**src/sorted_priority_queue_top_defines.svh**
```systemverilog
// ----------------------------------------------------------------------------
// Assertion macros shared by the sorted priority queue modules.
// ----------------------------------------------------------------------------
`ifndef SORTED_PRIORITY_QUEUE_TOP_DEFINES_SVH
`define SORTED_PRIORITY_QUEUE_TOP_DEFINES_SVH

// Same-cycle implication, sampled on clk_i and disabled during reset.
`define SPQ_ASSERT_IMPLIES(lbl, ante, cons, msg) \
  lbl: assert property (@(posedge clk_i) disable iff (!rst_ni) (ante) |-> (cons)) \
    else $error(msg);

// Next-cycle implication, sampled on clk_i and disabled during reset.
`define SPQ_ASSERT_NEXT(lbl, ante, cons, msg) \
  lbl: assert property (@(posedge clk_i) disable iff (!rst_ni) (ante) |=> (cons)) \
    else $error(msg);

`endif

```
**src/spq_pkg.sv**
```systemverilog
`timescale 1ns / 1ps
// ----------------------------------------------------------------------------
// spq_pkg
// Types and constants shared by the sorted priority queue modules.
// ----------------------------------------------------------------------------
package spq_pkg;

  // Default number of queue entries.
  localparam int CAPACITY_DEF = 16;
  // Default number of priority bits kept per entry.
  localparam int PRIORITY_BITS_DEF = 8;

  // Width of the priority port and of the result occupancy.
  localparam int PRIO_PORT_W = 8;
  localparam int OCC_W       = 5;

  // Result status codes.
  typedef enum logic [1:0] {
    STAT_INSERTED  = 2'd0,
    STAT_REMOVED   = 2'd1,
    STAT_UNDERFLOW = 2'd2,
    STAT_OVERFLOW  = 2'd3
  } status_e;

  // Operation codes of an input transaction.
  typedef enum logic {
    KIND_INSERT = 1'b0,
    KIND_DELETE = 1'b1
  } kind_e;

  // Controller states.
  typedef enum logic {
    S_IDLE = 1'b0,
    S_EXEC = 1'b1
  } state_e;

  // Commands from the controller to the datapath.
  typedef struct packed {
    logic load;  // capture the incoming transaction
    logic exec;  // update the cells and the result registers
  } cmd_t;

endpackage

```
**src/spq_ctrl.sv**
```systemverilog
`timescale 1ns / 1ps
// ----------------------------------------------------------------------------
// spq_ctrl
// Controller of the priority queue: accepts a transaction, runs the execute
// state in the datapath and raises the result strobe.
// ----------------------------------------------------------------------------
`include "sorted_priority_queue_top_defines.svh"

module spq_ctrl
  import spq_pkg::*;
(
  input  logic clk_i,
  input  logic rst_ni,
  input  logic start,
  output logic busy,
  output cmd_t cmd_o,
  output logic done_o
);

  state_e state_q, state_d;
  logic   done_q;

  // State register.
  always_ff @(posedge clk_i or negedge rst_ni) begin
    if (!rst_ni) begin
      state_q <= S_IDLE;
    end else begin
      state_q <= state_d;
    end
  end

  // Next state and commands.
  always_comb begin
    state_d    = state_q;
    cmd_o.load = 1'b0;
    cmd_o.exec = 1'b0;
    busy       = 1'b0;
    unique case (state_q)
      S_IDLE: begin
        if (start) begin
          cmd_o.load = 1'b1;
          state_d    = S_EXEC;
        end
      end
      S_EXEC: begin
        busy       = 1'b1;
        cmd_o.exec = 1'b1;
        state_d    = S_IDLE;
      end
      default: begin
        state_d = S_IDLE;
      end
    endcase
  end

  // The result strobe is registered and rises in the cycle after the execute cycle.
  always_ff @(posedge clk_i or negedge rst_ni) begin
    if (!rst_ni) begin
      done_q <= 1'b0;
    end else begin
      done_q <= cmd_o.exec;
    end
  end

  assign done_o = done_q;

  `SPQ_ASSERT_NEXT(a_accept_exec, start && !busy, state_q == S_EXEC, "accept must lead to execute")
  `SPQ_ASSERT_NEXT(a_exec_done, state_q == S_EXEC, done_q && state_q == S_IDLE, "execute must strobe")
  `SPQ_ASSERT_IMPLIES(a_done_not_busy, done_q, !busy, "strobe cycle must be able to accept")

endmodule

```
**src/spq_datapath.sv**
```systemverilog
`timescale 1ns / 1ps
// ----------------------------------------------------------------------------
// spq_datapath
// Row of compare-and-shift cells holding the queue in service order, with
// the request and result registers.
// ----------------------------------------------------------------------------
`include "sorted_priority_queue_top_defines.svh"

module spq_datapath
  import spq_pkg::*;
#(
  parameter int CAPACITY      = CAPACITY_DEF,
  parameter int PRIORITY_BITS = PRIORITY_BITS_DEF
) (
  input  logic                   clk_i,
  input  logic                   rst_ni,
  input  cmd_t                   cmd_i,
  input  logic                   kind_i,
  input  logic signed [31:0]     value_in_i,
  input  logic [PRIO_PORT_W-1:0] priority_in_i,
  output logic signed [31:0]     value_out_o,
  output logic [PRIO_PORT_W-1:0] priority_out_o,
  output logic [1:0]             status_o,
  output logic [OCC_W-1:0]       occupancy_o
);

  // Priority bits actually stored, and the entry counter width.
  localparam int PW = (PRIORITY_BITS < PRIO_PORT_W) ? PRIORITY_BITS : PRIO_PORT_W;
  localparam int CW = $clog2(CAPACITY + 1);

  // Captured request.
  logic              req_kind_q;
  logic [31:0]       req_val_q;
  logic [PW-1:0]     req_pri_q;

  // Cells, slot 0 is the head.
  logic [31:0]       cell_val_q [CAPACITY];
  logic [PW-1:0]     cell_pri_q [CAPACITY];
  logic [CW-1:0]     count_q, count_d;

  // Result registers.
  logic [31:0]       res_val_q, res_val_d;
  logic [PW-1:0]     res_pri_q, res_pri_d;
  status_e           res_status_q, res_status_d;

  logic              full, empty, do_ins, do_del;
  logic [CAPACITY-1:0] take;

  assign full   = (count_q == CW'(CAPACITY));
  assign empty  = (count_q == '0);
  assign do_ins = cmd_i.exec && (req_kind_q == KIND_INSERT) && !full;
  assign do_del = cmd_i.exec && (req_kind_q == KIND_DELETE) && !empty;

  // Capture the transaction when it is accepted.
  always_ff @(posedge clk_i) begin
    if (cmd_i.load) begin
      req_kind_q <= kind_i;
      req_val_q  <= value_in_i;
      req_pri_q  <= priority_in_i[PW-1:0];
    end
  end

  // Each cell decides locally: it moves when it is free or holds a strictly
  // larger priority, which keeps equal priorities in arrival order.
  for (genvar i = 0; i < CAPACITY; i++) begin : g_cell
    assign take[i] = (CW'(i) >= count_q) || (cell_pri_q[i] > req_pri_q);

    always_ff @(posedge clk_i) begin
      if (do_ins && take[i]) begin
        if (i == 0) begin
          cell_val_q[i] <= req_val_q;
          cell_pri_q[i] <= req_pri_q;
        end else if (!take[(i == 0) ? 0 : i - 1]) begin
          cell_val_q[i] <= req_val_q;
          cell_pri_q[i] <= req_pri_q;
        end else begin
          cell_val_q[i] <= cell_val_q[(i == 0) ? 0 : i - 1];
          cell_pri_q[i] <= cell_pri_q[(i == 0) ? 0 : i - 1];
        end
      end else if (do_del && (i < CAPACITY - 1)) begin
        cell_val_q[i] <= cell_val_q[(i < CAPACITY - 1) ? i + 1 : i];
        cell_pri_q[i] <= cell_pri_q[(i < CAPACITY - 1) ? i + 1 : i];
      end
    end
  end

  // Result and counter update for the executed transaction.
  always_comb begin
    count_d      = count_q;
    res_val_d    = '0;
    res_pri_d    = '0;
    res_status_d = STAT_INSERTED;
    case (req_kind_q)
      KIND_INSERT: begin
        if (full) begin
          res_status_d = STAT_OVERFLOW;
        end else begin
          count_d = count_q + CW'(1);
        end
      end
      default: begin
        if (empty) begin
          res_status_d = STAT_UNDERFLOW;
        end else begin
          res_status_d = STAT_REMOVED;
          res_val_d    = cell_val_q[0];
          res_pri_d    = cell_pri_q[0];
          count_d      = count_q - CW'(1);
        end
      end
    endcase
  end

  always_ff @(posedge clk_i or negedge rst_ni) begin
    if (!rst_ni) begin
      count_q <= '0;
    end else if (cmd_i.exec) begin
      count_q <= count_d;
    end
  end

  always_ff @(posedge clk_i) begin
    if (cmd_i.exec) begin
      res_val_q    <= res_val_d;
      res_pri_q    <= res_pri_d;
      res_status_q <= res_status_d;
    end
  end

  // Output formatting: zero-extend the priority, wrap the occupancy.
  logic [PW+PRIO_PORT_W-1:0] pri_ext;
  logic [CW+OCC_W-1:0]       occ_ext;

  assign pri_ext        = {{PRIO_PORT_W{1'b0}}, res_pri_q};
  assign occ_ext        = {{OCC_W{1'b0}}, count_q};
  assign value_out_o    = res_val_q;
  assign priority_out_o = pri_ext[PRIO_PORT_W-1:0];
  assign status_o       = res_status_q;
  assign occupancy_o    = occ_ext[OCC_W-1:0];

  `SPQ_ASSERT_IMPLIES(a_count_bound, 1'b1, count_q <= CW'(CAPACITY), "count above capacity")
  `SPQ_ASSERT_IMPLIES(a_head_order, count_q >= CW'(2), cell_pri_q[0] <= cell_pri_q[1], "head out of order")
  `SPQ_ASSERT_NEXT(a_overflow, cmd_i.exec && (req_kind_q == KIND_INSERT) && full, (res_status_q == STAT_OVERFLOW) && (count_q == CW'(CAPACITY)), "full insert must overflow")
  `SPQ_ASSERT_NEXT(a_idle_count, !cmd_i.exec, count_q == $past(count_q), "count moved without execute")

endmodule

```
**src/sorted_priority_queue_top.sv**
```systemverilog
`timescale 1ns / 1ps
// ----------------------------------------------------------------------------
// sorted_priority_queue_top
// Bounded priority queue kept in sorted order in a row of compare-and-shift
// cells.
// ----------------------------------------------------------------------------
// Usage:
// A transaction is accepted at a rising edge where start is high and busy is
// low. kind_i selects insert (value and priority are stored) or delete (the
// head entry is removed). A lower priority number is served first; equal
// priorities leave in arrival order.
// Every transaction gives one result, shown on the result ports for exactly
// one cycle while done_o is high. value_out_o and priority_out_o carry the
// removed entry and are zero otherwise; status_o reports inserted, removed,
// underflow or overflow; occupancy_o is the entry count after the
// transaction. An insert into a full queue is dropped.
// Timing: the accepting edge starts the execute state, from which done_o is
// registered. busy is high in the execute state, so a transaction is not
// taken before the last one is through its accept and execute steps; in the
// execute step every cell compares and shifts at once. The next transaction
// can be accepted in the cycle where the previous result is shown.
// Reset empties the queue at once; no clearing pass is needed. The receiver
// cannot stall, so results are never held.
// ----------------------------------------------------------------------------
module sorted_priority_queue_top
  import spq_pkg::*;
#(
  parameter int CAPACITY      = CAPACITY_DEF,
  parameter int PRIORITY_BITS = PRIORITY_BITS_DEF
) (
  input  logic                   clk_i,
  input  logic                   rst_ni,
  input  logic                   start,
  output logic                   busy,
  input  logic                   kind_i,
  input  logic signed [31:0]     value_in_i,
  input  logic [PRIO_PORT_W-1:0] priority_in_i,
  output logic                   done_o,
  output logic signed [31:0]     value_out_o,
  output logic [PRIO_PORT_W-1:0] priority_out_o,
  output logic [1:0]             status_o,
  output logic [OCC_W-1:0]       occupancy_o
);

  cmd_t cmd;

  // Sequencing of each transaction.
  spq_ctrl u_ctrl (
    .clk_i  (clk_i),
    .rst_ni (rst_ni),
    .start  (start),
    .busy   (busy),
    .cmd_o  (cmd),
    .done_o (done_o)
  );

  // Cell row and result registers.
  spq_datapath #(
    .CAPACITY      (CAPACITY),
    .PRIORITY_BITS (PRIORITY_BITS)
  ) u_datapath (
    .clk_i          (clk_i),
    .rst_ni         (rst_ni),
    .cmd_i          (cmd),
    .kind_i         (kind_i),
    .value_in_i     (value_in_i),
    .priority_in_i  (priority_in_i),
    .value_out_o    (value_out_o),
    .priority_out_o (priority_out_o),
    .status_o       (status_o),
    .occupancy_o    (occupancy_o)
  );

endmodule

```
**config.mk**
```make
export PLATFORM = sky130hd
export DESIGN_NAME = sorted_priority_queue_top
export DESIGN_NICKNAME = d
export VERILOG_FILES = /design/src/spq_pkg.sv /design/src/spq_ctrl.sv /design/src/spq_datapath.sv /design/src/sorted_priority_queue_top.sv
export VERILOG_INCLUDE_DIRS = /design/src /design/src/src
export SDC_FILE = /design/constraint.sdc
export NUM_CORES = 2
export LEC_CHECK = 0
export BUFFER_PORTS_ARGS = -buffer_cell sky130_fd_sc_hd__buf_2
export CAP_MARGIN = 0
export CORE_MARGIN = 10
export CORE_UTILIZATION = 59
export DETAILED_ROUTE_END_ITERATION = 10
export PLACE_DENSITY = 0.87
export SLEW_MARGIN = 20
export SYNTH_ARGS = -nofsm -noshare
export SYNTH_HDL_FRONTEND = slang
export SYNTH_HIERARCHICAL = 1
export SYNTH_SLANG_ARGS = --single-unit
```
**constraint.sdc**
```tcl
create_clock -name clk_i -period 11.1 [get_ports clk_i]
set_input_delay 3.33 -clock clk_i [delete_from_list [all_inputs] [get_ports clk_i]]
set_output_delay 3.33 -clock clk_i [all_outputs]
set_load 0.02 [all_outputs]
```
# After elaboration in Yosys (flattened, before gate mapping)
# Memory sizes are Yosys's and may differ from the RTL's.
# Cells that the tools add are included.
# word_totals
ff_bits	90
ram_bits	640
in_bits	44
mem_count	2
# memory_table
name	words	word_bits	rd	rd_ports_with_merged_regs	write_ports	line	rtl
u_datapath.cell_val_q	16	32	16	0	16	spq_datapath.sv:37	logic [31:0] cell_val_q [CAPACITY];
u_datapath.cell_pri_q	16	8	16	0	16	spq_datapath.sv:38	logic [PW-1:0] cell_pri_q [CAPACITY];
# classes
n_addsub	2
order_cmp	32
n_eq_ne	3
muxes	193
bitwise	62
n_reduce_logical	41
# op_table
operator	count
$mux W32	30
$mux W8	30
$gt A8 B8 Y1	16
$mux W1	126
$or A1 B1 Y1	60
$ge A4 B5 Y1 const A	8
$ge A3 B5 Y1 const A	4
$logic_and A1 B1 Y1	20
$logic_or A1 B1 Y1	16
$mux W5	3
$ge A1 B5 Y1 const A	2
$ge A2 B5 Y1 const A	2
$mux W2	3
$add A5 B1 Y5 const B	1
$eq A5 B5 Y1 const B	1
$logic_not A5 Y1	1
$sub A5 B1 Y5 const B	1
$reduce_and A3 Y1	1
$logic_not A1 Y1	2
$ne A2 B1 Y1 const B	1
$ne A2 B2 Y1 const B	1
$not A1 Y1	2
$pmux W1 S2	1
$reduce_or A2 Y1	1

# Longest topological paths before layout
# logic_depth
word_depth	8
ltp_mapped	13
mapped_depth_nobuf	8

# Cells and area by module
# The synthesis kept the hierarchy.
# modules_own_cells
module	instances	cells_per_inst	area_each_um2	seq_area_each_um2
spq_datapath	1	2906	36324.8	21835.9
spq_ctrl	1	5	78.8	50.0

# Worst setup path after synthesis
# Ideal clock, no wire load.
# synth_timing
path_kind	reg2reg
start	register u_datapath.req_pri_q[6]
end	memory u_datapath/cell_pri_q[0][16] (netlist bit), enable pin
arrival_time_ns	4.471
t_required_ns	10.607
slack_ns	6.136
path_stages_with_launch	8
n_path_buf	0
period_less_slack_ns	4.964
path_cell_list	edfxtp_1 -> inv_1 -> ha_1 -> o21ai_0 -> o211ai_1 -> o21ai_0 -> o22a_1 -> o21ai_0
# synth_lines
element	line	rtl
from (decl)	spq_datapath.sv:34	logic [PW-1:0] req_pri_q;
from (signal assigned)	spq_datapath.sv:59	req_pri_q <= priority_in_i[PW-1:0];
to (decl)	spq_datapath.sv:38	

==> metrics.txt <==
# TYPE chip_impl_metric gauge
chip_impl_metric{name="cts.sinks",unit=""} 730
chip_impl_metric{name="cts_max_path_buffers",unit=""} 3
chip_impl_metric{name="synth-warning-count",unit=""} 6
chip_impl_metric{name="die_width",unit="um"} 268
chip_impl_metric{name="ir_drop",unit="uV"} 206
chip_impl_metric{name="dieHeight",unit="um"} 268
chip_impl_metric{name="postSynth.asyncResetShare",unit="%"} 0.959
chip_impl_metric{name="remaining_drc_errors",unit=""} 0
chip_impl_metric{name="maxSlewViolCount",unit=""} 0
chip_impl_info{name="rsz0062_at_grt",value="false"} 1
chip_impl_metric{name="syn_avg_cell_area",unit="um^2"} 12.5
chip_impl_info{name="cts_tree",value="done"} 1
chip_impl_metric{name="hpwlAfterDp",unit="mm"} 67.6
chip_impl_metric{name="initial_utilization",unit="%"} 60.0
chip_impl_metric{name="synth.ff_latch_count",unit=""} 730
chip_impl_metric{name="period_share",unit="%"} 46.6
chip_impl_metric{name="final_core_occ",unit="%"} 65.4
chip_impl_metric{name="remaining_global_route_overflow",unit=""} 0
chip_impl_metric{name="netlist_area",unit="um^2"} 36400
chip_impl_metric{name="final_net_count",unit=""} 3046
chip_impl_metric{name="postSynthCellCount",unit=""} 2911
chip_impl_metric{name="skew",unit="ns"} 0.0303
chip_impl_metric{name="clkTransAtPathRegs",unit="ns"} 0.06
chip_impl_info{name="clock_tree_root_buffer_cell",value="sky130_fd_sc_hd__clkbuf_16"} 1
chip_impl_metric{name="cts_made_buffers",unit=""} 76
chip_impl_metric{name="synth-edff-count",unit=""} 723
chip_impl_metric{name="power_per_cell_area",unit="nW/um^2"} 215
chip_impl_metric{name="via_count_of_the_first_global_routing_pass",unit=""} 29000
chip_impl_metric{name="clk_latency",unit="ns"} 0.65
chip_impl_metric{name="pre_cts_slack",unit="ns"} 6.15
chip_impl_info{name="critPathKind",value="flop to flop"} 1
chip_impl_metric{name="setup_violations",unit=""} 0
chip_impl_metric{name="cts.hold.buffers_added",unit=""} 0
chip_impl_metric{name="syn_to_final_growth",unit="%"} 9.10
chip_impl_info{name="worst_hold_path.endpoint",value="u_datapath/cell_val_q[1][195]"} 1
chip_impl_metric{name="detail_route.vias_per_cell",unit=""} 7.78
chip_impl_metric{name="maximum_number_of_pins_on_one_net_before_global_route_repair",unit=""} 234
chip_impl_metric{name="worst-endpoint-required",unit="ns"} 11.37
chip_impl_info{name="critical_path.startpoint_type",value="flop"} 1
chip_impl_metric{name="cts_repair_resize_count",unit=""} 0
chip_impl_metric{name="wirelength",unit="mm"} 115
chip_impl_metric{name="final_hold_viol_count",unit=""} 0
chip_impl_info{name="hold_path.class",value="flop to flop"} 1
chip_impl_metric{name="number_of_max_cap_violations",unit=""} 0
chip_impl_metric{name="htreeDepth",unit=""} 3
chip_impl_metric{name="synth_nets",unit=""} 3088
chip_impl_metric{name="hold-path-cell-count",unit=""} 2
chip_impl_metric{name="io_buffers",unit=""} 92
chip_impl_metric{name="detail_route.first_pass.iterations",unit=""} 7
chip_impl_metric{name="synthDominantCellAreaShare",unit="%"} 59.6
chip_impl_info{name="run_status",value="finished, final reports clean"} 1
chip_impl_metric{name="fmaxAchievable",unit="MHz"} 193
chip_impl_metric{name="antenna_cells_inserted",unit=""} 0
chip_impl_metric{name="ant_nets",unit=""} 0
chip_impl_info{name="synth_top_flop_cell",value="sky130_fd_sc_hd__edfxtp_1"} 1
chip_impl_metric{name="place_area",unit="um^2"} 37200
chip_impl_metric{name="total_leakage_power",unit="nW"} 14.1
chip_impl_info{name="yosysTopAreaCell",value="sky130_fd_sc_hd__edfxtp_1"} 1
chip_impl_metric{name="fin_crit",unit="ns"} 5.17
chip_impl_info{name="synth.cells.most_frequent",value="sky130_fd_sc_hd__edfxtp_1 (723), sky130_fd_sc_hd__nand2_1 (300), sky130_fd_sc_hd__o21ai_0 (223)"} 1
chip_impl_metric{name="synth.lib_cells_used.distinct",unit=""} 61
chip_impl_metric{name="wire_length_of_the_first_global_routing_pass",unit="mm"} 174
chip_impl_metric{name="area_of_the_die",unit="um^2"} 72000
chip_impl_info{name="yosys-top-cells-area",value="sky130_fd_sc_hd__edfxtp_1 (60%), sky130_fd_sc_hd__a221o_1 (5.6%), sky130_fd_sc_hd__a32oi_1 (4.8%)"} 1
chip_impl_metric{name="setup-tns-final",unit="ns"} 0
chip_impl_metric{name="antenna_violations_before_repair",unit=""} 0
chip_impl_metric{name="gpl.final_weighted_congestion",unit=""} 1.02
chip_impl_metric{name="gr-usage-all-layers",unit="%"} 31.3
chip_impl_metric{name="synth-seq-area-share",unit="%"} 60.1
chip_impl_metric{name="arrival",unit="ns"} 5.44
chip_impl_metric{name="critical_path_peak_fanout",unit=""} 233
chip_impl_metric{name="first_iter_violations",unit=""} 5392
chip_impl_metric{name="design_area",unit="um^2"} 39700
chip_impl_metric{name="design.portCount",unit=""} 93
chip_impl_metric{name="r2r.worst_path.cells",unit=""} 8
chip_impl_metric{name="cts_setup_buffers",unit=""} 0
chip_impl_metric{name="timing.slew.headroom",unit="%"} 21.1
chip_impl_metric{name="avgRoutedWirePerCell",unit="um"} 31.0
chip_impl_metric{name="vias",unit=""} 28900
chip_impl_info{name="critical_path.endpoint_type",value="flop"} 1
chip_impl_metric{name="worstMarginPinSlew",unit="ns"} 1.18
chip_impl_metric{name="fin_ws",unit="ns"} 5.93
chip_impl_metric{name="rows",unit=""} 90
chip_impl_info{name="worst_r2r_startpoint",value="u_datapath/occupancy_o[1]"} 1
chip_impl_metric{name="worst-r2r-setup-slack",unit="ns"} 5.93
chip_impl_info{name="yosysMostFrequentCell",value="sky130_fd_sc_hd__edfxtp_1"} 1
chip_impl_metric{name="drive_above_1_share",unit="%"} 11.7
chip_impl_metric{name="core_region_area",unit="um^2"} 60700
chip_impl_info{name="worstHoldStart",value="u_datapath/cell_val_q[1][227]"} 1
chip_impl_info{name="worstReg2RegEnd",value="u_datapath/cell_val_q[1][201]"} 1
-- metal layers --
layer | track usage (%) | vias to the layer above | wire [um] | share of wire (%)
met4 | 20.1 | 0 | 8430 | 7.3
met2 | 47.0 | 2921 | 50300 | 44
li1 | - | 11700 | - | -
met5 | 0 | - | 0 | 0
met3 | 7.89 | 603 | 17200 | 15
met1 | 40.3 | 13700 | 39000 | 34
-- cell usage in the layout (no fill, tap or decap), drive strengths merged, types with 7 or more instances in the layout --
cell / count
a211oi: 10
a21o: 8
a21oi: 131
a221o: 202
a32oi: 198
and2: 49
and3: 117
buf: 142
bufinv: 7
clkbuf: 97
clkinv: 30
dfrtp: 7
edfxtp: 723
ha: 133
inv: 107
mux2: 78
nand2: 300
nand3: 87
nand4: 29
nor2: 24
nor2b: 16
nor3: 10
o211ai: 53
o21a: 8
o21ai: 226
o221ai: 83
or2: 8
-- power breakdown --
group,internal [mW],switching [mW]
clock,1.46,1.10
sequential,3.64,0.302
combinational,0.558,1.48
total,5.65,2.89
-- flip-flops by register name (all words and copies together), names as in the netlist --
register / cells
u_ctrl/done_o: 1
u_datapath/value_out_o: 32
u_ctrl/state_q: 1
u_datapath/req_val_q: 32
u_datapath/occupancy_o: 5
u_datapath/req_kind_q: 1
u_datapath/cell_val_q: 512
u_datapath/cell_pri_q: 128
u_datapath/req_pri_q: 8
u_datapath/status_o: 2
u_datapath/priority_out_o: 8
-- worst max path at each step --
stage | startpoint | endpoint | cells past startpoint
2_1_floorplan | u_datapath/req_pri_q[6] | u_datapath/cell_pri_q[0][16] | 7
3_3_place_gp | u_datapath/occupancy_o[1] | u_datapath/cell_val_q[1][202] | 8
3_5_place_dp | u_datapath/occupancy_o[1] | u_datapath/cell_val_q[1][197] | 8
4_1_cts | u_datapath/occupancy_o[1] | u_datapath/cell_val_q[1][193] | 8
5_1_grt | u_datapath/occupancy_o[1] | u_datapath/cell_val_q[0][119] | 10
6_report | u_datapath/occupancy_o[1] | u_datapath/cell_val_q[1][201] | 8
-- kinds of logic (layout without fill, tap and decap cells) --
group                    count (synthesis)  after routing  synth area share (%)
AO/OA/AOI/OAI                          947            947                  19.6
XOR/XNOR                                 6              6                 0.144
adder cells (fa/ha/maj)                133            133                  4.57
buffers and inverters                  365            383                  4.39
flip-flops                             730            730                  60.1
multiplexers                            80             80                  2.47
AND/OR/NAND/NOR                        650            650                  8.70
-- layout make-up --
type                    instances  area (um^2)
clock buffers                  97         2010
inverters                     103          387
multi-input cells            1816        13200
well taps                     782          978
flip-flops and latches        730        21900
repair buffers                142          848
clock inverters                41          438
fillers                      4167        21000
-- stage by stage --
stage,hold slack (ns),std cells,power [mW]
after floorplan,0.514,2911,5.14
after global placement,0.519,3573,5.77
after detailed placement,0.530,3573,5.88
after CTS,0.548,3711,8.42
after global routing,0.573,3711,8.76
final,0.550,3711,8.54
-- critical path, stage by stage (launching register included) --
cell	delay [ns]
sky130_fd_sc_hd__dfrtp_1	0.54
sky130_fd_sc_hd__inv_1	0.18
sky130_fd_sc_hd__ha_1	0.23
sky130_fd_sc_hd__nand2b_1	0.20
sky130_fd_sc_hd__o21a_4	0.62
sky130_fd_sc_hd__and2_4	0.87
sky130_fd_sc_hd__buf_12	0.74
sky130_fd_sc_hd__or2_2	0.64
sky130_fd_sc_hd__buf_4	0.53
No activity file was read; power rests on OpenSTA's default activity.
